`src/hw/rtl/cpc_pkg.sv`:
```
// shared types and constants for the chroma polar converter
// word structs, pipeline control struct, cordic arctangent table
// no dependencies
package cpc_pkg;

    // default number of fractional bits and cordic steps
    localparam int FRAC_BITS_DEF = 16;

    // integer bits above the fraction for coordinates and for angles
    localparam int CORD_INT = 13;
    localparam int ANG_INT  = 3;

    // bit-by-bit square root of a 17 bit value gives 9 result bits
    localparam int ROOT_BITS = 9;
    localparam int ROOT_SW   = 17;

    // inverse cordic gain, 32 fractional bits
    localparam logic [31:0] KINV32 = 32'd2608131496;

    // atan(2^-i) in units of pi/2^31
    localparam logic [31:0] ATAN_TAB [32] = '{
        32'h20000000, 32'h12E4051E, 32'h09FB385B, 32'h051111D4,
        32'h028B0D43, 32'h0145D7E1, 32'h00A2F61E, 32'h00517C55,
        32'h0028BE53, 32'h00145F2F, 32'h000A2F98, 32'h000517CC,
        32'h00028BE6, 32'h000145F3, 32'h0000A2FA, 32'h0000517D,
        32'h000028BE, 32'h0000145F, 32'h00000A30, 32'h00000518,
        32'h0000028C, 32'h00000146, 32'h000000A3, 32'h00000051,
        32'h00000029, 32'h00000014, 32'h0000000A, 32'h00000005,
        32'h00000003, 32'h00000001, 32'h00000001, 32'h00000000
    };

    typedef struct packed {
        logic [7:0] first_chroma;
        logic [7:0] second_chroma;
        logic       last_pixel_in;
    } t_in_word;

    typedef struct packed {
        logic [7:0] first_result;
        logic [7:0] second_result;
        logic       last_pixel_out;
    } t_out_word;

    // control carried alongside each word through the pipeline
    typedef struct packed {
        logic valid;
        logic last;
        logic inv;   // polar to cartesian
        logic hold;  // vector on the v axis, angle already known
        logic neg;   // rotation folded by pi, negate result
    } t_ctrl;

    typedef struct packed {
        logic [ROOT_SW-1:0]   s;
        logic [ROOT_BITS-1:0] r;
    } t_root;

endpackage

```
`src/hw/rtl/cpc_back.sv`:
```
// output stage: turns the final cordic vector, angle and root into bytes
// and registers the result word with its strobe
// depends on cpc_pkg
module cpc_back import cpc_pkg::*; #(
    parameter int FRAC_BITS = FRAC_BITS_DEF
) (
    input  logic                                 i_clk,
    input  logic                                 i_rst_n,
    input  t_ctrl                                i_ctrl,
    input  logic signed [FRAC_BITS+CORD_INT-1:0] i_x,
    input  logic signed [FRAC_BITS+CORD_INT-1:0] i_y,
    input  logic signed [FRAC_BITS+ANG_INT-1:0]  i_z,
    input  t_root                                i_root,
    output logic                                 o_strobe,
    output t_out_word                            o_out
);

    localparam int W  = FRAC_BITS + CORD_INT;
    localparam int ZW = FRAC_BITS + ANG_INT;
    localparam logic signed [ZW:0] ONE = (ZW + 1)'(1) <<< FRAC_BITS;

    logic signed [ZW:0]        w_t;
    logic [8:0]                w_a9;
    logic signed [W-1:0]       w_xn, w_yn;
    logic signed [CORD_INT:0]  w_qx, w_qy;
    t_out_word                 n_out;

    logic                      r_strobe;
    t_out_word                 r_out;

    function automatic logic [7:0] clamp_byte(input logic signed [CORD_INT:0] v);
        logic [7:0] res;
        if (v < 0) begin
            res = 8'd0;
        end else if (v > 255) begin
            res = 8'd255;
        end else begin
            res = v[7:0];
        end
        return res;
    endfunction

    // angle plus pi, negative taken as zero
    assign w_t  = (ZW + 1)'(i_z) + ONE;
    assign w_a9 = w_t[ZW] ? 9'd0 : w_t[FRAC_BITS+1:FRAC_BITS-7];

    // integer part keeps its sign, so negative coordinates floor correctly
    assign w_xn = i_ctrl.neg ? -i_x : i_x;
    assign w_yn = i_ctrl.neg ? -i_y : i_y;
    assign w_qx = (CORD_INT + 1)'($signed(w_xn[W-1:FRAC_BITS])) + (CORD_INT + 1)'(128);
    assign w_qy = (CORD_INT + 1)'($signed(w_yn[W-1:FRAC_BITS])) + (CORD_INT + 1)'(128);

    always_comb begin
        n_out.last_pixel_out = i_ctrl.last;
        if (i_ctrl.inv) begin
            n_out.first_result  = clamp_byte(w_qy);
            n_out.second_result = clamp_byte(w_qx);
        end else begin
            n_out.first_result  = w_a9[8] ? 8'd255 : w_a9[7:0];
            n_out.second_result = 8'd80 + 8'(i_root.r[ROOT_BITS-1:1]);
        end
    end

    always_ff @(posedge i_clk) begin
        if (!i_rst_n) begin
            r_strobe <= 1'b0;
        end else begin
            r_strobe <= i_ctrl.valid;
        end
    end

    always_ff @(posedge i_clk) begin
        r_out <= n_out;
    end

    assign o_strobe = r_strobe;
    assign o_out    = r_out;

endmodule

```
`config.mk`:
```
export PLATFORM = sky130hd
export DESIGN_NAME = cpc_back
export DESIGN_NICKNAME = d
export VERILOG_FILES = /design/src/hw/rtl/cpc_pkg.sv /design/src/hw/rtl/cpc_back.sv
export SDC_FILE = /design/constraint.sdc
export NUM_CORES = 1
export LEC_CHECK = 0
export BUFFER_PORTS_ARGS = -buffer_cell sky130_fd_sc_hd__clkbuf_2
export CAP_MARGIN = 15
export CORE_MARGIN = 1.5
export CORE_UTILIZATION = 24
export CTS_BUF_LIST = sky130_fd_sc_hd__clkbuf_8
export CTS_CLUSTER_DIAMETER = 100
export DETAILED_ROUTE_END_ITERATION = 7
export PLACE_DENSITY = 0.66
export SLEW_MARGIN = 10
export SYNTH_ARGS = -nofsm -noshare
export SYNTH_HDL_FRONTEND = slang
export SYNTH_SLANG_ARGS = --single-unit
```
`constraint.sdc`:
```
create_clock -name i_clk -period 3.3 [get_ports i_clk]
set_input_delay 0.33 -clock i_clk [delete_from_list [all_inputs] [get_ports i_clk]]
set_output_delay 0.33 -clock i_clk [all_outputs]
set_load 0.1 [all_outputs]
```
# --- Yosys cells after proc, flatten, opt, wreduce, memory -nomap -nowiden ---
# Cells that the tools add are included.
# W data, S select, Z words.
word_totals:
  in_bits: 110
  output_inout_bits: 18
  word_cells: 23
  regBits: 18
classes:
  addsub: 6
  magnitude_cmp: 4
  muxes: 9
ops:
  columns: ["op", "n"]
  rows:
  - ["$mux W29", 2]
  - ["$neg A29 Y29", 2]
  - ["$mux W8", 5]
  - ["$add A13 B9 Y14 const B", 2]
  - ["$gt A14 B9 Y1 const B", 2]
  - ["$lt A14 B1 Y1 const B", 2]
  - ["$add A19 B18 Y20 const B", 1]
  - ["$mux W16", 1]
  - ["$mux W9", 1]
  - ["$add A7 B8 Y8 const A", 1]

# --- Logic depth before layout (Yosys ltp) ---
logic_depth:
  ltp_word: 7
  mapped_depth: 13
  depth_no_buf: 12

# --- Worst setup path before layout ---
# Ideal clock, no wire load.
synth_timing:
  path_type: "input to register"
  start: "input port i_y[20]"
  end: "register r_out (netlist bit o_out[10])"
  arrival_time_ps: 3203
  stages: 12
  setup_time_ps: 143
  slack_ps: -45
  cell_sequence: "or4_1 -> or4_1 -> or2_2 -> o21ai_0 -> xnor2_1 -> ha_1 -> inv_1 -> o21ai_0 -> o41ai_1 -> a221oi_2 -> a211oi_2 -> a31oi_1"
synth_lines:
  columns: ["item", "line_no", "source"]
  rows:
  - ["start, declared", "cpc_back.sv:11", "input logic signed [FRAC_BITS+CORD_INT-1:0] i_y,"]
  - ["end signal, assigned", "cpc_back.sv:73", "r_out <= n_out;"]
  - ["end, declared", "cpc_back.sv:29", "t_out_word r_out;"]

==> results.md <==
- Run status: complete, no violations
- Post-synthesis sequential area ratio: 21.0%
- DP Worst Slack: -0.345 ns
- Synth Area in Compound Gates: 30.2%
- Tcrit/Tclk final: 95.2%
- Clock Tree Root: clkbuf_8
- Minimum clock period: 3.14 ns
- Die Span X: 87.5 um
- DR WL/cell: 11.7 um
- WP data required: 3.42 ns
- Drt drc: 0
- Max-slew headroom: 62.8%
- XOR/XNOR share of the synthesized area: 13.3%
- Mapped cell area: 1710 sq um
- Placed Cells: 427
- Synth area leaders: dfxtp_1 (21%), xnor2_1 (8.7%), o21ai_0 (5.8%)
- Post-CTS Hold Fix Bufs: 0
- Area Overhead vs Synth: 43.6%
- Global-route wire length before repair: 8160 um
- Total die area: 7650 sq um
- TNS Setup: 0 ns
- Crit path kind: input pin to register
- Yosys warning count: 0
- Crit-path max FO: 8
- Post-synth top area cell: dfxtp_1
- Layout cell share with drive strength beyond 1: 41.6%
- Clock Path Buffers: 2
- Initial Util: 25.1%
- I/O Buffers: 99
- Slew Limit Fails: 0
- Post-Synth Adder-Cell Area: 2.19%
- CP Data Arrival Time: 3.26 ns
- #FFs+latches synth: 18
- Synth Area in Simple Gates: 27.8%
- Nets: 449
- Main combinational cell family by area after synthesis: compound AO/OA/AOI/OAI gates
- Final setup violation count: 0
- TritonCTS buffer count: 3
- IO Count: 128
- Syn Nets: 344
- Setup ws final: 0.159 ns
- P per Cell Area: 372 nW/um^2
- Fmax: 318 MHz
- Max-cap violations: 0
- RSZ-0062 raised after global routing: no
- Synth unique cells: 48
- Top-area cell type share of the netlist area: 21.0%
- Die height: 87.5 um
- # rows: 30
- Initial antenna violation count: 0
- Detailed-route via count: 2090
- Hold Path End: o_out[0]$_DFF_P_
- Core area: 6830 sq um
- Async SR Flop Fraction: 0%
- LEAKAGE: 1.08 nW
- Mux contribution to synthesized area: 1.24%
- Remaining antenna violation count after routing: 0
- Final GP Congestion: 0.864
- CP Capture Type: register
- VDD IR max: 0.144 mV
- Vias in the first global route: 1912
- Final design utilization: 36.0%
- Fin cells: 430
- Post-Synthesis Cells: 231
- Clk pin slew, worst setup/hold paths: 0.06 ns
- EDFF count, synth: 0
- DR pass1 iterations: 4
- Total gr overflow: 0
- Worst hold start: i_ctrl[3]
- Primary FF master, synth: dfxtp_1
- Syn Area/Cell: 7.42 sq um
- Hold Path Cell Cnt: 1
- Gr usage total: 13.0%
- Starting DRT DRC Count: 65
- Vias/cell: 4.86
- CTS tree: built
- Number of fill cells: 761
- Ant. Diodes: 0
- H-tree Lvls: 1
- # clock sinks: 18
- Total wire length: 5020 um
- Hold Path Class: input pin to register
- Largest net degree at the start of global routing: 27
- Pin slew with the least headroom to its limit: 0.558 ns
- Startpoint types: input pin
- Hpwl dp: 4260 um
- Hold Violations, Final: 0
-- what timing repair did --
| action | CTS | global route |
|---|---|---|
| resized for setup | 1 | 12 |
| endpoints found under the hold margin | 0 | 0 |
| pin swaps | 0 | 6 |
| endpoints found under the setup margin | 8 | 8 |
| setup buffers | 0 | 0 |
-- critical path, stage by stage --
cell      delay [ns]
clkbuf_2        0.09
or4_4           0.52
or4_4           0.43
or2_2           0.31
o21ai_2         0.12
xnor2_1         0.08
ha_2            0.21
inv_2           0.08
o21ai_2         0.07
o41ai_2         0.44
a221oi_2        0.13
a211oi_2        0.18
buf_4           0.19
o21ai_0         0.09
-- flip-flops by register name (all words and copies together) (netlist names) --
register / flops
o_out: 17
o_strobe: 1
-- cell families (layout without fill, tap and decap cells) --
logic type | count (synthesis) | count (layout)
buf+inv | 19 | 122
flops | 18 | 18
mux | 2 | 2
compound gates | 70 | 70
simple gates | 93 | 93
fa+ha+maj | 3 | 3
xor+xnor | 26 | 26
-- final cells by class --
class,count,area (sq um),area share [%]
Inverter,6,22.5,0.916
Tap cell,96,120,4.88
Multi-Input combinational cell,194,1320,53.5
Timing Repair Buffer,113,601,24.4
Clock buffer,3,41.3,1.68
Sequential cell,18,360,14.6
-- stage by stage --
step                      total power, mW  hold WS, ns  area, sq um
after floorplan                     0.636        0.358         1710
after global placement              0.766        0.436         2380
after detailed placement            0.772        0.435         2380
after CTS                           0.919        0.172         2430
after global routing                0.969        0.164         2460
final                               0.915        0.179         2460
-- cell usage after synthesis (2+ instances only) --
cell type  count
o221a_2        5
a31oi_1        4
o21ai_0       20
or4_1          6
and2_1         3
nor3_1         6
xnor2_1       17
nand2_1       20
o22ai_1        7
o31ai_1        6
or3_1          7
dfxtp_1       18
nor2_1        26
clkbuf_1      10
o221ai_1       2
ha_1           3
nor4_1        10
nor2b_1        2
o41ai_1        4
or2_2          3
buf_1          2
o211ai_1       2
inv_1          6
a21oi_1        4
nand4_1        2
a2bb2oi_1      6
xor2_1         9
-- power breakdown --
| group | leakage [nW] | internal [mW] | switching [mW] |
|---|---|---|---|
| registers | 0.151 | 0.249 | 0.00798 |
| clock network | 0.0216 | 0.0809 | 0.0619 |
| logic | 0.907 | 0.145 | 0.370 |
| total | 1.08 | 0.475 | 0.440 |
-- layer usage --
| layer | wire length, um | vias up | GRT usage, % |
|---|---|---|---|
| li1 | - | 1088 | - |
| met1 | 2360 | 911 | 16.8 |
| met2 | 2220 | 83 | 21.8 |
| met3 | 361 | 8 | 2.09 |
| met4 | 73 | 0 | 4.33 |
| met5 | 0 | - | 0 |
-- layout by cell type, fill, tap and decap left out, types with 2 or more instances in the layout --
| cell | n |
|---|---|
| a211oi_2 | 2 |
| a21oi_1 | 4 |
| a2bb2oi_1 | 6 |
| a31oi_1 | 4 |
| and2_1 | 3 |
| buf_4 | 14 |
| clkbuf_2 | 99 |
| clkbuf_8 | 3 |
| dfxtp_1 | 18 |
| ha_1 | 2 |
| inv_1 | 5 |
| nand2_1 | 20 |
| nand4_1 | 2 |
| nor2_1 | 26 |
| nor2b_1 | 2 |
| nor3_1 | 6 |
| nor4_1 | 10 |
| o211ai_1 | 2 |
| o21ai_0 | 16 |
| o21ai_1 | 2 |
| o21ai_2 | 2 |
| o221a_2 | 5 |
| o221ai_1 | 2 |
| o22ai_1 | 7 |
| o31ai_1 | 6 |
| o41ai_1 | 3 |
| or2_2 | 3 |
| or3_1 | 6 |
| or4_1 | 4 |
| or4_4 | 2 |
| xnor2_1 | 17 |
| xor2_1 | 9 |
-- worst max path at each step --
stage / start / to / slack, ns
6_report: i_y[20] / o_out[16]$_DFF_P_ / 0.16
5_1_grt: i_y[20] / o_out[10]$_DFF_P_ / 0.01
4_1_cts: i_y[20] / o_out[16]$_DFF_P_ / 0.01
3_5_place_dp: i_y[20] / o_out[16]$_DFF_P_ / -0.34
3_3_place_gp: i_y[20] / o_out[10]$_DFF_P_ / -0.21
2_1_floorplan: i_y[20] / o_out[10]$_DFF_P_ / 0.02
(Power assumes the default switching activity.)
