===== src/hw/rtl/cpc_pkg.sv =====
// shared types and constants for the chroma polar converter
// word structs, pipeline control struct, cordic arctangent table
// no dependencies
package cpc_pkg;

    // default number of fractional bits and cordic steps
    localparam int FRAC_BITS_DEF = 16;

    // integer bits above the fraction for coordinates and for angles
    localparam int CORD_INT = 13;
    localparam int ANG_INT  = 3;

    // bit-by-bit square root of a 17 bit value gives 9 result bits
    localparam int ROOT_BITS = 9;
    localparam int ROOT_SW   = 17;

    // inverse cordic gain, 32 fractional bits
    localparam logic [31:0] KINV32 = 32'd2608131496;

    // atan(2^-i) in units of pi/2^31
    localparam logic [31:0] ATAN_TAB [32] = '{
        32'h20000000, 32'h12E4051E, 32'h09FB385B, 32'h051111D4,
        32'h028B0D43, 32'h0145D7E1, 32'h00A2F61E, 32'h00517C55,
        32'h0028BE53, 32'h00145F2F, 32'h000A2F98, 32'h000517CC,
        32'h00028BE6, 32'h000145F3, 32'h0000A2FA, 32'h0000517D,
        32'h000028BE, 32'h0000145F, 32'h00000A30, 32'h00000518,
        32'h0000028C, 32'h00000146, 32'h000000A3, 32'h00000051,
        32'h00000029, 32'h00000014, 32'h0000000A, 32'h00000005,
        32'h00000003, 32'h00000001, 32'h00000001, 32'h00000000
    };

    typedef struct packed {
        logic [7:0] first_chroma;
        logic [7:0] second_chroma;
        logic       last_pixel_in;
    } t_in_word;

    typedef struct packed {
        logic [7:0] first_result;
        logic [7:0] second_result;
        logic       last_pixel_out;
    } t_out_word;

    // control carried alongside each word through the pipeline
    typedef struct packed {
        logic valid;
        logic last;
        logic inv;   // polar to cartesian
        logic hold;  // vector on the v axis, angle already known
        logic neg;   // rotation folded by pi, negate result
    } t_ctrl;

    typedef struct packed {
        logic [ROOT_SW-1:0]   s;
        logic [ROOT_BITS-1:0] r;
    } t_root;

endpackage


===== src/hw/rtl/cpc_front.sv =====
// input conditioning: two register stages that build the cordic start vector
// and the square root operand from one chroma word
// depends on cpc_pkg
module cpc_front import cpc_pkg::*; #(
    parameter int FRAC_BITS = FRAC_BITS_DEF
) (
    input  logic                              i_clk,
    input  logic                              i_rst_n,
    input  logic                              i_valid,
    input  logic                              i_inv,
    input  t_in_word                          i_in,
    output t_ctrl                             o_ctrl,
    output logic signed [FRAC_BITS+CORD_INT-1:0] o_x,
    output logic signed [FRAC_BITS+CORD_INT-1:0] o_y,
    output logic signed [FRAC_BITS+ANG_INT-1:0]  o_z,
    output t_root                             o_root
);

    localparam int W  = FRAC_BITS + CORD_INT;
    localparam int ZW = FRAC_BITS + ANG_INT;
    localparam int PW = FRAC_BITS + 17;
    localparam logic signed [ZW-1:0] ONE  = ZW'(1) <<< FRAC_BITS;
    localparam logic signed [ZW-1:0] HALF = ZW'(1) <<< (FRAC_BITS - 1);
    localparam logic [FRAC_BITS-1:0] KINV = FRAC_BITS'(KINV32 >> (32 - FRAC_BITS));

    // stage 0
    logic signed [8:0]    w_u, w_bm;
    logic signed [15:0]   w_d;
    logic signed [17:0]   w_u18, w_bm18, w_sq_a, w_sq_b;
    logic signed [ZW-1:0] w_z0, n0_z;
    logic                 n0_neg;

    t_ctrl                r0_ctrl;
    logic signed [8:0]    r0_u, r0_v;
    logic signed [15:0]   r0_d;
    logic [14:0]          r0_uu, r0_vv;
    logic signed [ZW-1:0] r0_z;
    logic                 r0_neg;

    // stage 1
    logic signed [PW-1:0] w_prod, w_prod_sh;
    logic signed [W-1:0]  w_x4, w_y3;
    logic [15:0]          w_sum;
    logic signed [W-1:0]  n1_x, n1_y;
    logic signed [ZW-1:0] n1_z;
    t_ctrl                n1_ctrl;

    t_ctrl                r1_ctrl;
    logic signed [W-1:0]  r1_x, r1_y;
    logic signed [ZW-1:0] r1_z;
    t_root                r1_root;

    assign w_u    = $signed({1'b0, i_in.first_chroma}) - 9'sd128;
    assign w_bm   = $signed({1'b0, i_in.second_chroma}) - 9'sd80;
    assign w_d    = 16'(w_bm) * 16'sd181;
    assign w_u18  = 18'(w_u);
    // v is second - 128, reuse the 80 offset
    assign w_bm18 = 18'(w_bm) - 18'sd48;
    assign w_sq_a = w_u18 * w_u18;
    assign w_sq_b = w_bm18 * w_bm18;
    assign w_z0   = ZW'(w_u) <<< (FRAC_BITS - 7);

    // fold the rotation angle into -pi/2..pi/2
    always_comb begin
        n0_z   = w_z0;
        n0_neg = 1'b0;
        if (w_z0 > HALF) begin
            n0_z   = w_z0 - ONE;
            n0_neg = 1'b1;
        end else if (w_z0 < -HALF) begin
            n0_z   = w_z0 + ONE;
            n0_neg = 1'b1;
        end
    end

    always_ff @(posedge i_clk) begin
        if (!i_rst_n) begin
            r0_ctrl <= '0;
        end else begin
            r0_ctrl.valid <= i_valid;
            r0_ctrl.last  <= i_in.last_pixel_in;
            r0_ctrl.inv   <= i_inv;
            r0_ctrl.hold  <= 1'b0;
            r0_ctrl.neg   <= 1'b0;
        end
    end

    always_ff @(posedge i_clk) begin
        r0_u   <= w_u;
        r0_v   <= 9'(w_bm18);
        r0_d   <= w_d;
        r0_uu  <= 15'(w_sq_a);
        r0_vv  <= 15'(w_sq_b);
        r0_z   <= n0_z;
        r0_neg <= n0_neg;
    end

    // radius times inverse gain, then divide by 128
    assign w_prod    = PW'(r0_d) * $signed(PW'({1'b0, KINV}));
    assign w_prod_sh = w_prod >>> 7;

    assign w_x4  = W'(r0_v) <<< (FRAC_BITS + 2);
    assign w_y3  = (W'(r0_u) <<< (FRAC_BITS + 1)) + (W'(r0_u) <<< FRAC_BITS);
    assign w_sum = {1'b0, r0_uu} + {1'b0, r0_vv};

    always_comb begin
        n1_ctrl      = r0_ctrl;
        n1_ctrl.hold = 1'b0;
        n1_ctrl.neg  = 1'b0;
        n1_x         = w_x4;
        n1_y         = w_y3;
        n1_z         = '0;
        if (r0_ctrl.inv) begin
            n1_x        = W'(w_prod_sh);
            n1_y        = '0;
            n1_z        = r0_z;
            n1_ctrl.neg = r0_neg;
        end else if (r0_u == 9'sd0) begin
            // on the v axis: angle is 0 or pi
            n1_ctrl.hold = 1'b1;
            n1_z         = r0_v[8] ? ONE : '0;
        end else if (r0_v[8]) begin
            n1_x = -w_x4;
            n1_y = -w_y3;
            n1_z = r0_u[8] ? -ONE : ONE;
        end
    end

    always_ff @(posedge i_clk) begin
        if (!i_rst_n) begin
            r1_ctrl <= '0;
        end else begin
            r1_ctrl <= n1_ctrl;
        end
    end

    always_ff @(posedge i_clk) begin
        r1_x      <= n1_x;
        r1_y      <= n1_y;
        r1_z      <= n1_z;
        r1_root.s <= {w_sum, 1'b0};
        r1_root.r <= '0;
    end

    assign o_ctrl = r1_ctrl;
    assign o_x    = r1_x;
    assign o_y    = r1_y;
    assign o_z    = r1_z;
    assign o_root = r1_root;

endmodule


===== config.mk =====
export PLATFORM = sky130hd
export DESIGN_NAME = cpc_front
export DESIGN_NICKNAME = d
export VERILOG_FILES = /design/src/hw/rtl/cpc_pkg.sv /design/src/hw/rtl/cpc_front.sv
export SDC_FILE = /design/constraint.sdc
export NUM_CORES = 1
export LEC_CHECK = 0
export ABC_AREA = 1
export BUFFER_PORTS_ARGS = -buffer_cell sky130_fd_sc_hd__buf_4
export CORE_MARGIN = 2
export CORE_UTILIZATION = 35
export DETAILED_ROUTE_END_ITERATION = 10
export SLEW_MARGIN = 40
export SYNTH_ARGS = -nofsm -noshare
export SYNTH_HDL_FRONTEND = slang
export SYNTH_SLANG_ARGS = --single-unit

===== constraint.sdc =====
create_clock -name i_clk -period 13 [get_ports i_clk]
set_input_delay 0.65 -clock i_clk [delete_from_list [all_inputs] [get_ports i_clk]]
set_output_delay 0.65 -clock i_clk [all_outputs]
set_load 0.02 [all_outputs]

Word level (Yosys, flattened, before mapping)
Cells that the tools add are included.
{"block": "word_totals", "regBits": 185, "input_bits": 21, "output_inout_bits": 108, "elab_cells": 52}
{"block": "op_classes", "n_addsub": 9, "mul": 4, "order_cmp": 2, "n_mux": 14, "bitwise": 1, "n_reduce_logical": 3}
{"operator": "$mux 29", "n": 5}
{"operator": "$mux 19", "n": 6}
{"operator": "$neg 27->29", "n": 2}
{"operator": "$mul 16x15->31 const B", "n": 1}
{"operator": "$add 26x25->27", "n": 1}
{"operator": "$add 18x18->19 const B", "n": 1}
{"operator": "$sub 18x18->19 const B", "n": 1}
{"operator": "$gt 18x17->1 const B", "n": 1}
{"operator": "$lt 18x16->1 const B", "n": 1}
{"operator": "$mux 17", "n": 1}
{"operator": "$add 15x15->16", "n": 1}
{"operator": "$mul 9x9->16 const B", "n": 1}
{"operator": "$mul 10x10->15", "n": 1}
{"operator": "$mul 9x9->15", "n": 1}
{"operator": "$sub 9x7->10 const B", "n": 1}
{"operator": "$logic_not 9->1", "n": 1}
{"operator": "$sub 8x7->9 const B", "n": 1}
{"operator": "$sub 8x8->9 const B", "n": 1}
{"operator": "$mux 1", "n": 2}
{"operator": "$reduce_and 2->1", "n": 1}
{"operator": "$reduce_or 2->1", "n": 1}
{"operator": "$not 1->1", "n": 1}

Depth between registers and ports, before layout
{"block": "logic_depth", "ltp_word": 4, "ltp_mapped": 36, "ltp_nobuf": 36}

Least setup slack after synthesis
No wires, ideal clock.
{"block": "synth_timing", "path_kind": "input-to-reg", "from": "in i_in[5] (netlist bit)", "to": "reg r0_vv[14]", "setup_ns": 0.113, "t_arrival_ns": 5.893, "required_ns": 12.887, "slack_ns": 6.994, "cell_stages": 31, "path_buffers": 0, "cell_sequence": "inv_2 > ha_1 > inv_1 > nand2_1 > nand2_1 > inv_1 > ha_1 > nand2_2 > nand3_2 > nand3_2 > nand2_2 > nand2_4 > inv_4 > nor2_1 > inv_1 > fa_1 > inv_1 > fa_1 > fa_1 > inv_1 > fa_1 > fa_1 > inv_1 > ha_1 > inv_1 > nor3_1 > nand3_1 > nand3_1 > inv_1 > nand3_1 > nand2_1"}
{"block": "synth_via", "elab_chain_cells": 3}
{"element": "from (decl)", "line_no": "cpc_front.sv:11", "text": "input t_in_word i_in,"}
{"element": "$sub 8x7->9", "line_no": "cpc_front.sv:54", "text": "assign w_bm = $signed({1'b0, i_in.second_chroma}) - 9'sd80;"}
{"element": "$sub 9x7->10", "line_no": "cpc_front.sv:58", "text": "assign w_bm18 = 18'(w_bm) - 18'sd48;"}
{"element": "$mul 10x10->15", "line_no": "cpc_front.sv:60", "text": "assign w_sq_b = w_bm18 * w_bm18;"}
{"element": "net w_sq_b[14]", "line_no": "cpc_front.sv:29", "text": "logic signed [17:0] w_u18, w_bm18, w_sq_a, w_sq_b;"}
{"element": "to (signal assigned)", "line_no": "cpc_front.sv:93", "text": "r0_vv <= 15'(w_sq_b);"}
{"element": "to (decl)", "line_no": "cpc_front.sv:36", "text": "logic [14:0] r0_uu, r0_vv;"}
The timed path passes the listed nets, and every way through them passes these cells.
A chain may end at the register's enable or synchronous reset.

Worst setup path after layout
Ends and elaborated chain as after synthesis.

==> results by group <==
Cells and area
  – Share of cells above drive strength 1: roughly 7%
  – Antenna diodes: 0
  – Fin nets: 2491
  – Syn-to-layout area delta: 11.58%
  – # fillers: 4669

Floorplanning
  – Boundary Pins: 129
  – Row count: 78
  – Initial Util: between 30% and 40%
  – Chip width: 218.9 µm
  – Die height: 218.9 µm
  – Core footprint: 45480 µm²
  – Die ar.: around 48000 µm²

Status
  – Status: complete, no violations

Worst setup path
  – R2R setup slack: 7.53 ns
  – Slowest-stage cell, CP: fa_1
  – Required @ worst endpoint: between 10 and 15 ns
  – FF-to-FF Start: r0_d[15]$_DFF_P_
  – CP dominant cell by count: inv_1
  – CP Capture Type: flip-flop
  – Critical Path Sink: r0_vv[14]$_DFF_P_
  – Critical path origin: i_in[5]
  – Worst path arrival time: about 6.8 ns
  – Critical Path Fanout Max: 11
  – WS Path Type: in2reg
  – CP max stage delay: 0.55 ns
  – CP Launch Type: input pin
  – R2r endpoint: o_x[25]$_DFF_P_
  – Cells on worst reg2reg path: 19

Clock network
  – Post-CTS setup buffer count: 0
  – CTS tree: done
  – Num CTS Buffers: 17
  – CTS H-tree lvls: 4
  – CTS hold repair buffers: 0
  – CTS sink cnt: between 100 and 150
  – Clock transition at the registers of the reported paths: ~0.060 ns
  – Clock Tree Root: clkbuf_16
  – Cts repair resizes: 0
  – Maximum clock insertion buffer count: 2
  – Clock Latency Late Sink: 0.43 ns

GRT
  – Congestion Overflow GR: 0
  – Gr busiest metal: met2
  – GRT Total Usage: between 10% and 20%
  – Met3 usage: 2.495%
  – Met1 Use GR: 22.13%
  – First-pass GRT wire length: roughly 62000 µm
  – Largest net degree at the start of global routing: 41
  – Met2 global-route usage: a little over a quarter
  – Initial antenna violation count: 0
  – Vias in the first global route: 12470

STA
  – Final Hold Viols: 0
  – Clock skew: 0.009782 ns
  – Slew margin rel.: 56.07%
  – Setup Viol. Count Final: 0
  – Setup repair after global routing missed its margin: false
  – PnR worst setup slack: about 6.6 ns
  – Max-slew violations: 0
  – Slew @ Worst Pin: about 0.65 ns
  – Max Clk Rate: 0.1571 GHz
  – Tcrit/Tclk final: approximately half
  – Setup TNS: 0 ns
  – Final Critical Period: 6.367 ns

Route
  – Vias: 11890
  – DRC: 0
  – Avg WL per Cell: 14.16 µm
  – First-pass detailed-route iteration total: 5
  – 1st-iter DRT viols: 587
  – Routed Antenna Nets: 0
  – Total length of routed wires: between 30000 and 40000 µm
  – Via-to-Cell Ratio: between 4 and 5

Synthesis
  – Average cell area after synthesis: 8.493 µm²
  – Most numerous cell in the Yosys netlist: inv_1
  – Mapped cell area: 16170 µm²
  – EDFF count, synth: 0
  – Async SR Flop Fraction: 0%
  – Largest area contributor in the synthesized netlist: fa_1
  – Sequential area share after synthesis: roughly 17%
  – Count of cell types in the netlist: 41
  – Yosys Warn Count: 0
  – Seq cells post-synth: 135
  – Ys flop type: dfxtp_1
  – Mapped Cells: roughly 1900
  – Yosys top cell area share: around 28%
  – Area contributors post-synth: fa_1 (28%), ha_1 (19%), dfxtp_1 (17%), inv_1 (12%), nand2_1 (5.6%)
  – Commonest cells post-synth: inv_1 (504), nand2_1 (243), ha_1 (241)

Placement
  – Dpl hpwl: 32180 µm
  – RD Place Congestion: 0.8728
  – Place WS: 6.205 ns
  – # port buffers: 93

Flow run
  – Max-cap violations: 0

Worst hold path
  – HP Class: reg2reg
[routing by layer]
metal | wire length [µm] | vias up | share of wire (%)
met1 | 17530 | 5736 | 47
met5 | 0 | - | 0
li1 | - | 5933 | -
met4 | 487 | 0 | 1.3
met3 | 1493 | 26 | 4.0
met2 | 17510 | 193 | 47
[critical path: cells and delay by family]
family,cells,cell delay [ns]
adders and majority gates,8,3.26
and+or+nand+nor,12,1.49
buffers and inverters,11,1.09
AOI/OAI and AO/OA,1,0.25
[worst min-delay path by stage]
stage          depth (start not counted)                    end             startpoint  slack, ns
2_1_floorplan                          2   o_ctrl[3]$_SDFF_PN0_  n1_ctrl[3]$_SDFF_PN0_       0.39
3_3_place_gp                           2   o_ctrl[4]$_SDFF_PN0_  n1_ctrl[4]$_SDFF_PN0_       0.40
3_5_place_dp                           2   o_ctrl[3]$_SDFF_PN0_  n1_ctrl[3]$_SDFF_PN0_       0.40
4_1_cts                                3  n1_ctrl[4]$_SDFF_PN0_                i_valid       0.38
5_1_grt                                3  n1_ctrl[4]$_SDFF_PN0_                i_valid       0.41
6_report                               2   o_ctrl[3]$_SDFF_PN0_  n1_ctrl[3]$_SDFF_PN0_       0.41
[area by class of cell]
type	count	area (µm²)	share of cell area (%)
Multi-Input combinational cell	1245	11360	62.98
Sequential cell	135	2703	14.98
Inverter	506	1902	10.54
Tap cell	600	750.7	4.161
Timing Repair Buffer	96	720.7	3.994
Clock buffer	19	432.9	2.399
Clock inverter	13	170.2	0.9431
[kinds of logic after synthesis]
family | Yosys count | share of synthesized area, %
buffers and inverters | 560 | 13.85
and+or+nand+nor | 466 | 12.07
xor gates and xnor gates | 58 | 3.141
DFF | 135 | 16.71
AOI/OAI and AO/OA | 215 | 7.327
adders and majority gates | 469 | 46.87
other | 1 | 0.02319
[sequential cells by signal (all words and copies together), names as in the netlist, 3 cells and up]
signal   cells
o_y         13
r0_u         7
r0_d        15
o_root      16
r0_vv       14
o_x         29
r0_v         7
r0_uu       14
n1_ctrl      3
o_ctrl       5
o_z          9
[per-stage QoR]
stage / hold slack [ns] / cell area (µm²) / utilization, % / cells
detailed placement: 0.4026 / 17440 / 38.35 / 2582
CTS: 0.3849 / 18040 / 39.67 / 2614
finish: 0.4121 / 18040 / 39.67 / 2614
global route: 0.4082 / 18040 / 39.67 / 2614
global placement: 0.3980 / 17440 / 38.35 / 2582
floorplan: 0.3900 / 16310 / - / 1940
[cell usage in the layout (no fill, tap or decap), types with 2 or more instances in the layout]
master / netlist / layout
a31oi_1: 5 / 5
o2111ai_1: 5 / 5
a21oi_1: 101 / 101
clkbuf_1: 17 / 2
clkinv_2: 0 / 3
clkinv_4: 0 / 2
or2_2: 2 / 2
o21ai_1: 2 / 2
o21ai_0: 69 / 69
o21bai_1: 6 / 6
o22ai_1: 2 / 2
nor3_1: 21 / 21
nand2_2: 7 / 7
fa_1: 228 / 228
xor2_1: 37 / 37
nand3b_1: 3 / 3
dfxtp_1: 135 / 135
inv_6: 0 / 2
ha_1: 241 / 241
nand2_1: 243 / 243
conb_1: 1 / 37
buf_4: 36 / 96
nor2_1: 114 / 114
bufinv_16: 0 / 3
inv_1: 504 / 504
nand2_4: 3 / 3
o31ai_1: 2 / 2
a21o_1: 11 / 11
xnor2_1: 21 / 21
nand3_2: 2 / 2
o211ai_1: 2 / 2
nand3_1: 56 / 56
o21a_1: 4 / 4
a211oi_1: 2 / 2
nand4_1: 12 / 12
inv_8: 0 / 2
clkbuf_16: 0 / 17
Power is not shown: default switching activity piles up to over one toggle a cycle in this logic, so the estimate is an artifact.
