### src/hw/rtl/cpc_pkg.sv
// shared types and constants for the chroma polar converter
// word structs, pipeline control struct, cordic arctangent table
// no dependencies
package cpc_pkg;

    // default number of fractional bits and cordic steps
    localparam int FRAC_BITS_DEF = 16;

    // integer bits above the fraction for coordinates and for angles
    localparam int CORD_INT = 13;
    localparam int ANG_INT  = 3;

    // bit-by-bit square root of a 17 bit value gives 9 result bits
    localparam int ROOT_BITS = 9;
    localparam int ROOT_SW   = 17;

    // inverse cordic gain, 32 fractional bits
    localparam logic [31:0] KINV32 = 32'd2608131496;

    // atan(2^-i) in units of pi/2^31
    localparam logic [31:0] ATAN_TAB [32] = '{
        32'h20000000, 32'h12E4051E, 32'h09FB385B, 32'h051111D4,
        32'h028B0D43, 32'h0145D7E1, 32'h00A2F61E, 32'h00517C55,
        32'h0028BE53, 32'h00145F2F, 32'h000A2F98, 32'h000517CC,
        32'h00028BE6, 32'h000145F3, 32'h0000A2FA, 32'h0000517D,
        32'h000028BE, 32'h0000145F, 32'h00000A30, 32'h00000518,
        32'h0000028C, 32'h00000146, 32'h000000A3, 32'h00000051,
        32'h00000029, 32'h00000014, 32'h0000000A, 32'h00000005,
        32'h00000003, 32'h00000001, 32'h00000001, 32'h00000000
    };

    typedef struct packed {
        logic [7:0] first_chroma;
        logic [7:0] second_chroma;
        logic       last_pixel_in;
    } t_in_word;

    typedef struct packed {
        logic [7:0] first_result;
        logic [7:0] second_result;
        logic       last_pixel_out;
    } t_out_word;

    // control carried alongside each word through the pipeline
    typedef struct packed {
        logic valid;
        logic last;
        logic inv;   // polar to cartesian
        logic hold;  // vector on the v axis, angle already known
        logic neg;   // rotation folded by pi, negate result
    } t_ctrl;

    typedef struct packed {
        logic [ROOT_SW-1:0]   s;
        logic [ROOT_BITS-1:0] r;
    } t_root;

endpackage

### src/hw/rtl/cpc_cell.sv
// one cordic micro-rotation and, in the first cells, one square root bit
// the step number is fixed per cell, the shift and angle are constants
// depends on cpc_pkg
module cpc_cell import cpc_pkg::*; #(
    parameter int FRAC_BITS = FRAC_BITS_DEF,
    parameter int STEP      = 0
) (
    input  logic                                 i_clk,
    input  logic                                 i_rst_n,
    input  t_ctrl                                i_ctrl,
    input  logic signed [FRAC_BITS+CORD_INT-1:0] i_x,
    input  logic signed [FRAC_BITS+CORD_INT-1:0] i_y,
    input  logic signed [FRAC_BITS+ANG_INT-1:0]  i_z,
    input  t_root                                i_root,
    output t_ctrl                                o_ctrl,
    output logic signed [FRAC_BITS+CORD_INT-1:0] o_x,
    output logic signed [FRAC_BITS+CORD_INT-1:0] o_y,
    output logic signed [FRAC_BITS+ANG_INT-1:0]  o_z,
    output t_root                                o_root
);

    localparam int W  = FRAC_BITS + CORD_INT;
    localparam int ZW = FRAC_BITS + ANG_INT;
    localparam logic [31:0]   ANG32 = ATAN_TAB[STEP];
    localparam logic [ZW-1:0] ANG   = ZW'(ANG32 >> (31 - FRAC_BITS));

    logic signed [W-1:0]  w_dx, w_dy, n_x, n_y;
    logic signed [ZW-1:0] n_z;
    logic                 w_pos;
    t_root                n_root;

    t_ctrl                r_ctrl;
    logic signed [W-1:0]  r_x, r_y;
    logic signed [ZW-1:0] r_z;
    t_root                r_root;

    assign w_dx = i_y >>> STEP;
    assign w_dy = i_x >>> STEP;
    // vectoring drives y to zero, rotation drives z to zero
    assign w_pos = i_ctrl.inv ? !i_z[ZW-1] : (i_y[W-1] || (i_y == '0));

    always_comb begin
        n_x = i_x;
        n_y = i_y;
        n_z = i_z;
        if (!i_ctrl.hold) begin
            if (w_pos) begin
                n_x = i_x - w_dx;
                n_y = i_y + w_dy;
                n_z = i_z - $signed(ANG);
            end else begin
                n_x = i_x + w_dx;
                n_y = i_y - w_dy;
                n_z = i_z + $signed(ANG);
            end
        end
    end

    generate
        if (STEP < ROOT_BITS) begin : g_root
            localparam logic [ROOT_BITS-1:0] RBIT = ROOT_BITS'(256 >> STEP);
            logic [ROOT_BITS-1:0] w_try;
            logic [17:0]          w_try18, w_sq;
            assign w_try   = i_root.r | RBIT;
            assign w_try18 = 18'(w_try);
            assign w_sq    = w_try18 * w_try18;
            always_comb begin
                n_root = i_root;
                if (w_sq <= 18'(i_root.s)) begin
                    n_root.r = w_try;
                end
            end
        end else begin : g_pass
            assign n_root = i_root;
        end
    endgenerate

    always_ff @(posedge i_clk) begin
        if (!i_rst_n) begin
            r_ctrl <= '0;
        end else begin
            r_ctrl <= i_ctrl;
        end
    end

    always_ff @(posedge i_clk) begin
        r_x    <= n_x;
        r_y    <= n_y;
        r_z    <= n_z;
        r_root <= n_root;
    end

    assign o_ctrl = r_ctrl;
    assign o_x    = r_x;
    assign o_y    = r_y;
    assign o_z    = r_z;
    assign o_root = r_root;

endmodule

### config.mk
export PLATFORM = sky130hd
export DESIGN_NAME = cpc_cell
export DESIGN_NICKNAME = d
export VERILOG_FILES = /design/src/hw/rtl/cpc_pkg.sv /design/src/hw/rtl/cpc_cell.sv
export SDC_FILE = /design/constraint.sdc
export NUM_CORES = 1
export LEC_CHECK = 0
export BUFFER_PORTS_ARGS = -buffer_cell sky130_fd_sc_hd__buf_2
export CORE_AREA = 2 2 169 171
export CTS_CLUSTER_DIAMETER = 60
export DETAILED_ROUTE_END_ITERATION = 10
export DIE_AREA = 0 0 171 173
export GPL_TIMING_DRIVEN = 0
export PLACE_DENSITY = 0.62
export SYNTH_ARGS = -nofsm -noshare
export SYNTH_HDL_FRONTEND = slang
export SYNTH_SLANG_ARGS = --single-unit
### constraint.sdc
create_clock -name i_clk -period 14.3 [get_ports i_clk]
set_clock_uncertainty 0.15 [all_clocks]
set_input_delay 2.86 -clock i_clk [delete_from_list [all_inputs] [get_ports i_clk]]
set_output_delay 2.86 -clock i_clk [all_outputs]
set_load 0.1 [all_outputs]
After elaboration in Yosys (flattened, before gate mapping):

Index checks and enable logic that the tools add are counted.

* $add $sub $neg: 5
* $mul: 1
* magnitude comparators: 1
* mux-type cells: 7
* reductions and logical operators: 3

Operators by type and width (number)
* $mux W29: 4
* $sub A29 B29 Y29: 2
* $mux W19: 2
* $add A29 B29 Y29: 1
* $logic_not A29 Y1: 1
* $add A19 B16 Y19 const B: 1
* $sub A19 B16 Y19 const B: 1
* $le A18 B17 Y1: 1
* $mul A9 B9 Y18: 1
* $logic_not A1 Y1: 1
* $logic_or A1 B1 Y1: 1
* $mux W1: 1

* register bits: 108
* input port bits: 110
* output and inout bits: 108
* logic and storage cells: 28

Depth between registers and ports, before layout:

Gate-level depths: netlist of the first run.

* word-level depth: 5
* mapped depth: 26
* depth with buffers taken out: 25

Least setup slack after synthesis of the first run:

OpenSTA, ideal clock, no wires.

* path type: input-to-reg
* start point: input i_root[6] in the netlist's numbering
* end point: register r_root, in the netlist o_root[8]
* library setup time: 0.057 ns
* data arrival time: 7.811 ns
* data required time: 14.093 ns
* slack: 6.281 ns
* stages on the path: 25
* buffers on the path: 1
* cell sequence: clkbuf_1 > and2_1 > inv_1 > fa_1 > inv_1 > fa_1 > inv_1 > fa_1 > fa_1 > inv_1 > ha_1 > o21ai_0 > a21boi_0 > o21ai_0 > a21oi_1 > o21ai_0 > nand2_1 > o311ai_0 > ha_1 > o21ai_0 > nand2b_1 > a21oi_1 > nor2_1 > o21ai_0 > a31o_2

* cells in the longest elaborated chain, start to end: 2

RTL lines
* start: declaration: line cpc_cell.sv:14 `input t_root i_root,`
* $mul A9 B9 Y18: line cpc_cell.sv:66 `assign w_sq = w_try18 * w_try18;`
* $le A18 B17 Y1: line cpc_cell.sv:69 `if (w_sq <= 18'(i_root.s)) begin`
* end signal: assignment: line cpc_cell.sv:90 `r_root <= n_root;`
* end: declaration: line cpc_cell.sv:35 `t_root r_root;`

No other way between the ends.
A chain may end at the register's enable or synchronous reset.

Worst setup path in the final report of the first run:

Ends and elaborated chain as after synthesis.

==> results of run 1 <==
## metrics by stage
step                cells  worst slack (ns)  total power [mW]  util, %
floorplan            1428             6.281             1.157        -
global placement     2022             5.470             1.371    45.37
detailed placement   2023             5.449             1.385    45.39
CTS                  2039             5.868             1.687    46.60
global route         2040             5.389             1.803    46.61
finish               2040             5.876             1.678    46.61
## sequential cells by signal (all words and copies together), names as in the netlist
name,count
o_x,29
o_ctrl,5
o_root,26
o_y,29
o_z,19
## per-layer routing
metal | routed length (um) | share of wire (%)
met1 | 17540 | 43
met2 | 18810 | 46
met3 | 3617 | 8.8
met4 | 1283 | 3.1
met5 | 0 | 0
## final timing paths
| check | start | end | cells after the start | slack (ns) |
|---|---|---|---|---|
| hold / removal | i_z[1] | o_z[1]$_DFF_P_ | 1 | 2.43 |
| setup / recovery | i_root[6] | o_root[8]$_SDFF_PP1_ | 26 | 5.88 |
## report_power, final
group | switching [mW] | leakage (nW) | internal (mW)
sequential | 0.00809 | 0.911 | 0.336
clock | 0.132 | 0.155 | 0.157
combinational | 0.719 | 5.28 | 0.326
## cell families after synthesis
kind of cell | count (synthesis)
multiplexers | 16
adder cells (fa/ha/maj) | 184
flip-flops | 108
buffers and inverters | 255
XOR/XNOR | 54
AO/OA/AOI/OAI | 412
AND/OR/NAND/NOR | 399
## layout by cell type, fill, tap and decap left out, types with 39 or more instances in the layout
cell type	Yosys	layout
buf_2	11	228
ha_1	145	145
a21oi_1	132	132
o21ai_0	83	83
inv_1	195	195
dfxtp_1	108	108
xnor2_1	41	41
fa_1	39	39
nor2_1	123	123
nand2_1	96	96
## layout make-up
cell class                 count  area (um2)
multi-input combinational   1065        7845
clock inverter                 7       108.9
fill                        2908       14750
antenna                        1       2.502
inverter                     198       743.2
timing repair buffer         217        1086
buffer                        57       231.5
tap                          378       473.0
sequential                   108        2162
clock buffer                   9       225.2
==> flow_metrics.tcl, run 1 <==
set metrics [dict create \
    postLayoutCellArea_um2 12880 \
    area_growth_pct 17.26 \
    setup_viol_count_final 0 \
    cts.sinks 108 \
    worstHoldPathType "in2reg" \
    ctsResizeCount 0 \
    cp_top_family "adder cells" \
    numCtsBuffers 9 \
    fmax_mhz 118.7 \
    syn_area_um2 10980 \
    power_density_nw_per_um2 130.3 \
    synthXorXnorAreaFrac_pct 4.307 \
    synthAdderAreaFrac_pct 23.63 \
    synth-compound-area-share_pct 24.40 \
    cts_root_buf "clkbuf_16" \
    ant_nets 0 \
    tightest_slew_ns 1.151 \
    synth_flop_cell "dfxtp_1" \
    slowest_delay_ns 0.54 \
    grt_max_degree 20 \
    drt_wl_total_um 41260 \
    grt-busiest-layer "met2" \
    post-cts-setup-buffer-count 0 \
    synth_top_family_by_area "compound AO/OA/AOI/OAI gates" \
    ys_seq_elements 108 \
    grt_setup_unrepaired "no" \
    synth.most_common_cell "inv_1" \
    post-route-min-period_ns 8.424 \
    ys_types 80 \
    track_usage_pct 27.45 \
    rows 61 \
    grt_overflow_total 0 \
    worst_slew_margin_rel_pct 23.24 \
    yosysWarningCount 0 \
    drive_gt1_share_pct 15.95 \
    ys_async_sr_fraction_pct 0 \
    cap_violations 0 \
    fin_crit_sh_pct 58.91 \
    io_pins 218 \
    grt_pass1_vias 10710 \
    synthSimpleGateAreaFrac_pct 17.63 \
    syn_inst 1428 \
    h-tree-depth 3 \
    cp_slowest_cell "fa_1" \
    drc 0 \
    finalSetupTns_ns 0 \
    ys_top_cells_by_area "dfxtp_1 (20%), ha_1 (17%), fa_1 (7.1%)" \
    start_util_pct 39.75 \
    crit_fanout 10 \
    drt-wirelength-per-cell_um 20.23 \
    yosys-top-cells-count "inv_1 (195), ha_1 (145), a21oi_1 (132), nor2_1 (123), dfxtp_1 (108)" \
    hold_buffers 0 \
    viasPerCell 5.565 \
    portBuffers 216 \
    syn-num-nets 1722 \
    place.gp.congestion 1.008 \
    hold_ws_ns 2.434 \
    finalMaxSlewViolations 0 \
    crit_top_cell "o21ai_0" \
    cp_num_buf_inv 6 \
    critPathLaunchType "input pin" \
    core_area_um2 27630 \
    dr.first_iter.drc_count 1154 \
    die_area_um2 29580 \
    vias 11350 \
    critPathArrivalTime_ns 8.59 \
    nets 1950 \
    path_clk_slew_ns 0.08 \
    hpwl_um 33240 \
    dr.pass1.iters 6 \
    met1_usage_pct 36.36 \
    synthMuxAreaShare_pct 1.470 \
    critical_path_class "in2reg" \
    use_met2_pct 43.99 \
    finalHoldViolations 0 \
    yosysTopAreaCellShare_pct 19.69 \
    yosysSeqAreaShare_pct 19.69 \
    dieWidth_um 171 \
    antenna_found_initial 1 \
    status "complete, no violations" \
    syn_area_per_cell_um2 7.690 \
    p_leak_nw 6.341 \
    synth_edf_count 0 \
    use_met3_pct 5.333 \
    cts_tree "done" \
    crit_path_end_kind "register" \
    vdd_drop_max_uv 70.40 \
    die_y_um 173 \
    worstPathRequired_ns 14.47 \
    clk_path_buf_depth 2 \
    dpl_cell_area_um2 12540 \
    grt_pass1_wl_um 61940 \
    synth_top_cell_by_area "dfxtp_1" \
]
Power figures use the tool's default switching activity.
==> run 2, diff against run 1 <==
PLACE_DENSITY = 0.64   (was 0.62)
clock period = 7.3 ns   (was 14.3 ns; I/O delays follow)
==> run 2 against run 1 <==
  * Worst hold slack worse by 1.4 ns
  * Clock power up 80%
  * Global-route usage up 0.30 points
  * Critical path depth unchanged
  * Die area unchanged
  * Flip-flop and latch count unchanged
  * Clock-buffer cell count unchanged
  * Sequential share of layout area about the same
  * Worst setup slack worse by 5.4 ns
  * Critical path type unchanged
  * Critical endpoint unchanged
  * Highest routed layer unchanged
==> flow_metrics.tcl, run 2 (synthesis results as in run 1) <==
set metrics [dict create \
    utilization_pct 46.58 \
    grt_pass1_vias 11110 \
    drt_wl_total_um 41470 \
    hpwl_um 33360 \
    place.gp.congestion 1.004 \
    critical_path_class "in2reg" \
    final_cell_mix "buf_2 (227), inv_1 (194), ha_1 (145)" \
    vias 11450 \
    h-tree-depth 3 \
    worstHoldPathType "in2reg" \
    grt_setup_unrepaired "no" \
    area_growth_pct 17.18 \
    cts_tree "done" \
    core_area_um2 27630 \
    io_pins 218 \
    vdd_drop_max_uv 120.9 \
    cp_slowest_cell "fa_1" \
    start_util_pct 39.75 \
    crit_fanout 9 \
    fmax_mhz 147.4 \
    cp_num_buf_inv 6 \
    critPathLaunchType "input pin" \
    setup_viol_count_final 0 \
    portBuffers 216 \
    worst_slew_margin_rel_pct 25.68 \
    slowest_delay_ns 0.54 \
    cap_violations 0 \
    dieWidth_um 171 \
    path_clk_slew_ns 0.08 \
    finalMaxSlewViolations 0 \
    grt_pass1_wl_um 62690 \
    critPathArrivalTime_ns 6.96 \
    ant_nets 0 \
    die_area_um2 29580 \
    nFillCells 2889 \
    final_common_cell "buf_2" \
    hold_ws_ns 1.028 \
    drive_gt1_share_pct 16.06 \
    track_usage_pct 27.75 \
    clk_path_buf_depth 2 \
    grt_overflow_total 0 \
    cp_top_family "adder cells" \
    viasPerCell 5.610 \
    nets 1951 \
    dr.first_iter.drc_count 1095 \
    drc 0 \
    rows 61 \
    hold_buffers 0 \
    finalHoldViolations 0 \
    drt-wirelength-per-cell_um 20.32 \
    grt_max_degree 22 \
    antenna_found_initial 1 \
    crit_path_end_kind "register" \
    dr.pass1.iters 5 \
    power_density_nw_per_um2 252.1 \
    hold_depth 1 \
    worstPathRequired_ns 7.48 \
    p_leak_nw 6.344 \
    cts_root_buf "clkbuf_16" \
    tightest_slew_ns 1.115 \
    fin_crit_sh_pct 92.91 \
    cts.sinks 108 \
    numCtsBuffers 9 \
    status "complete, no violations" \
    die_y_um 173 \
    post-route-min-period_ns 6.782 \
    path_depth 26 \
]
==> run 2: cell count changes in the layout (fill, tap and decap cells not counted), sizes merged <==
cell / before / now
buf: 242 / 243
bufinv: 2 / 0
clkbuf: 41 / 40
clkinv: 2 / 3
dlymetal6s2s: 0 / 1
inv: 199 / 200
==> run 2: per-stage QoR <==
stage / worst slack, ns / cell area (um2) / instances / setup TNS (ns) / power, mW
floorplan: 0.6814 / 10980 / 1428 / 0 / 2.266
global placement: -0.1903 / 12540 / 2022 / -0.1903 / 2.685
detailed placement: -0.2777 / 12540 / 2022 / -0.2777 / 2.714
CTS: 0.1233 / 12840 / 2038 / 0 / 3.243
global route: 0.02685 / 12870 / 2041 / 0 / 3.481
finish: 0.5179 / 12870 / 2041 / 0 / 3.244
==> run 2: what timing repair did <==
action / in CTS / in global routing
buffers inserted: 0 / 2
setup endpoints to repair: 0 / 1
gates resized for setup: 0 / 3
==> run 2: final cells by class <==
type	count	area [um2]	share of cell area (%)
multi-input combinational	1065	7845	60.96
tap	378	473.0	3.675
timing repair buffer	219	1109	8.614
inverter	198	747.0	5.805
sequential	108	2162	16.80
antenna	1	2.502	0.01945
clock buffer	9	225.2	1.750
buffer	56	227.7	1.770
clock inverter	7	77.57	0.6028
==> run 2: final timing paths <==
check                  from                   end  slack (ns)
hold / removal      i_z[13]       o_z[13]$_DFF_P_        1.03
setup / recovery  i_root[2]  o_root[8]$_SDFF_PP1_        0.52
==> run 2: metal layers <==
layer	wire, um	track usage [%]
met1	17330	35.68
met5	0	0
met4	2186	14.94
met2	18290	44.29
met3	3657	4.440
==> run 2: power by group <==
| group | switching (mW) | total [mW] | internal [mW] |
|---|---|---|---|
| logic | 1.41 | 2.05 | 0.641 |
| clock network | 0.276 | 0.521 | 0.244 |
| registers | 0.0147 | 0.673 | 0.658 |
==> run 3, diff against run 2 <==
RECOVER_POWER = 100   (was not set)
==> run 3 against run 2 <==
  * Flip-flop and latch count did not move
  * Critical path depth did not move
  * Non-clock buffer count did not move
  * Power fell by 0.76%
  * Die area did not move
  * Global-route usage did not move
  * Clock-buffer cell count did not move
  * Final cell count did not move
  * Worst hold slack improved by 0.00071 ns
  * Largest cell class unchanged
  * Largest power group unchanged
  * Highest routed layer unchanged
==> flow_metrics.tcl, run 3 (synthesis results as in run 1) <==
set metrics [dict create \
    status "complete, no violations" \
    worstPathRequired_ns 7.48 \
    drive_gt1_share_pct 7.882 \
    path_clk_slew_ns 0.08 \
    cp_slowest_cell "fa_1" \
    nFillCells 2972 \
    drt-wirelength-per-cell_um 20.32 \
    fin_crit_sh_pct 93.11 \
    critPathLaunch "i_root[2]" \
    post-route-min-period_ns 6.797 \
    io_pins 218 \
    antenna_found_initial 1 \
    vdd_drop_max_uv 119.5 \
    area_growth_pct 15.38 \
    cts_root_buf "clkbuf_16" \
    final_cell_count_no_fill 2041 \
    crit_fanout 9 \
    finalMaxSlewViolations 0 \
    use_met3_pct 4.440 \
    track_usage_pct 27.75 \
    grt_pass1_vias 11110 \
    die_y_um 173 \
    critPathLaunchType "input pin" \
    final_common_cell "inv_1" \
    dr.first_iter.drc_count 1045 \
    worst_slew_margin_rel_pct 10.75 \
    use_met2_pct 44.29 \
    cts.sinks 108 \
    hpwl_um 33360 \
    worstHoldPathType "in2reg" \
    drc 0 \
    tightest_slew_ns 1.345 \
    crit_path_end_kind "register" \
    finalHoldViolations 0 \
    nets 1951 \
    utilization_pct 45.86 \
    drt_wl_total_um 41470 \
    dr.pass1.iters 6 \
    grt_setup_unrepaired "no" \
    final_cell_mix "inv_1 (194), clkbuf_1 (169), ha_1 (145)" \
    vias 11410 \
    slowest_delay_ns 0.54 \
    critical_path_class "in2reg" \
    ant_nets 0 \
    grt_overflow_total 0 \
    met1_usage_pct 35.68 \
    setup_viol_count_final 0 \
    critPathArrivalTime_ns 6.97 \
    power_density_nw_per_um2 254.1 \
    grt_pass1_wl_um 62690 \
    dieWidth_um 171 \
    place.gp.congestion 1.004 \
    grt-busiest-layer "met2" \
    min_to "o_z[13]$_DFF_P_" \
    portBuffers 216 \
    p_leak_nw 5.977 \
    min-delay-start "i_z[13]" \
    hold_depth 1 \
    h-tree-depth 3 \
    dp_cells 2022 \
    die_area_um2 29580 \
    fmax_mhz 147.1 \
    cap_violations 0 \
    core_area_um2 27630 \
    cts_tree "done" \
    numCtsBuffers 9 \
    grt_max_degree 22 \
    clk_path_buf_depth 2 \
    start_util_pct 39.75 \
    viasPerCell 5.590 \
    rows 61 \
]
## run 3: power by group
part           leakage (nW)  switching [mW]  internal [mW]
Clock                 0.144           0.275          0.244
Sequential            0.911          0.0168          0.658
Combinational          4.92            1.41          0.618
Total                  5.98            1.70           1.52
## run 3: final cells by class
class | count | area (um2) | area share (%)
sequential | 108 | 2162 | 17.06
tap | 378 | 473.0 | 3.733
inverter | 198 | 747.0 | 5.895
timing repair buffer | 219 | 947.2 | 7.475
clock inverter | 7 | 77.57 | 0.6122
buffer | 56 | 226.5 | 1.787
multi-input combinational | 1065 | 7810 | 61.64
clock buffer | 9 | 225.2 | 1.777
antenna | 1 | 2.502 | 0.01975
## run 3: repair_timing
| item | 4_1_cts | 5_1_grt |
|---|---|---|
| gates resized for setup | 0 | 3 |
| endpoints found under the setup margin | 0 | 1 |
| hold buffers | 0 | 0 |
| setup buffers | 0 | 2 |
## run 3: worst max-delay path: cells and delay by family
family,cells,cell delay (ns)
fa+ha+maj,6,2.60
compound gates,11,1.97
buf+inv,6,0.67
simple gates,3,0.30
## run 3: worst max path at each step
stage | end
final | o_root[8]$_SDFF_PP1_
after global routing | o_root[8]$_SDFF_PP1_
after CTS | o_root[8]$_SDFF_PP1_
after detailed placement | o_root[8]$_SDFF_PP1_
after global placement | o_root[8]$_SDFF_PP1_
after floorplan | o_root[8]$_SDFF_PP1_
## run 3: routing by layer
metal	routed length (um)	vias up	share of wire, %
met5	0	-	0
met4	2132	0	5.1
met3	3463	117	8.4
met2	18350	582	44
met1	17530	5316	42
li1	-	5395	-
## run 3: per-stage QoR
step | total power, mW | setup TNS (ns) | setup WS (ns) | hold slack (ns) | area [um2]
floorplan | 2.266 | 0 | 0.6814 | 1.338 | 10980
CTS | 3.243 | 0 | 0.1233 | 1.014 | 12840
global placement | 2.685 | -0.1903 | -0.1903 | 1.412 | 12540
finish | 3.219 | 0 | 0.5029 | 1.029 | 12670
global route | 3.458 | 0 | 0.02684 | 1.014 | 12670
detailed placement | 2.714 | -0.2777 | -0.2777 | 1.414 | 12540
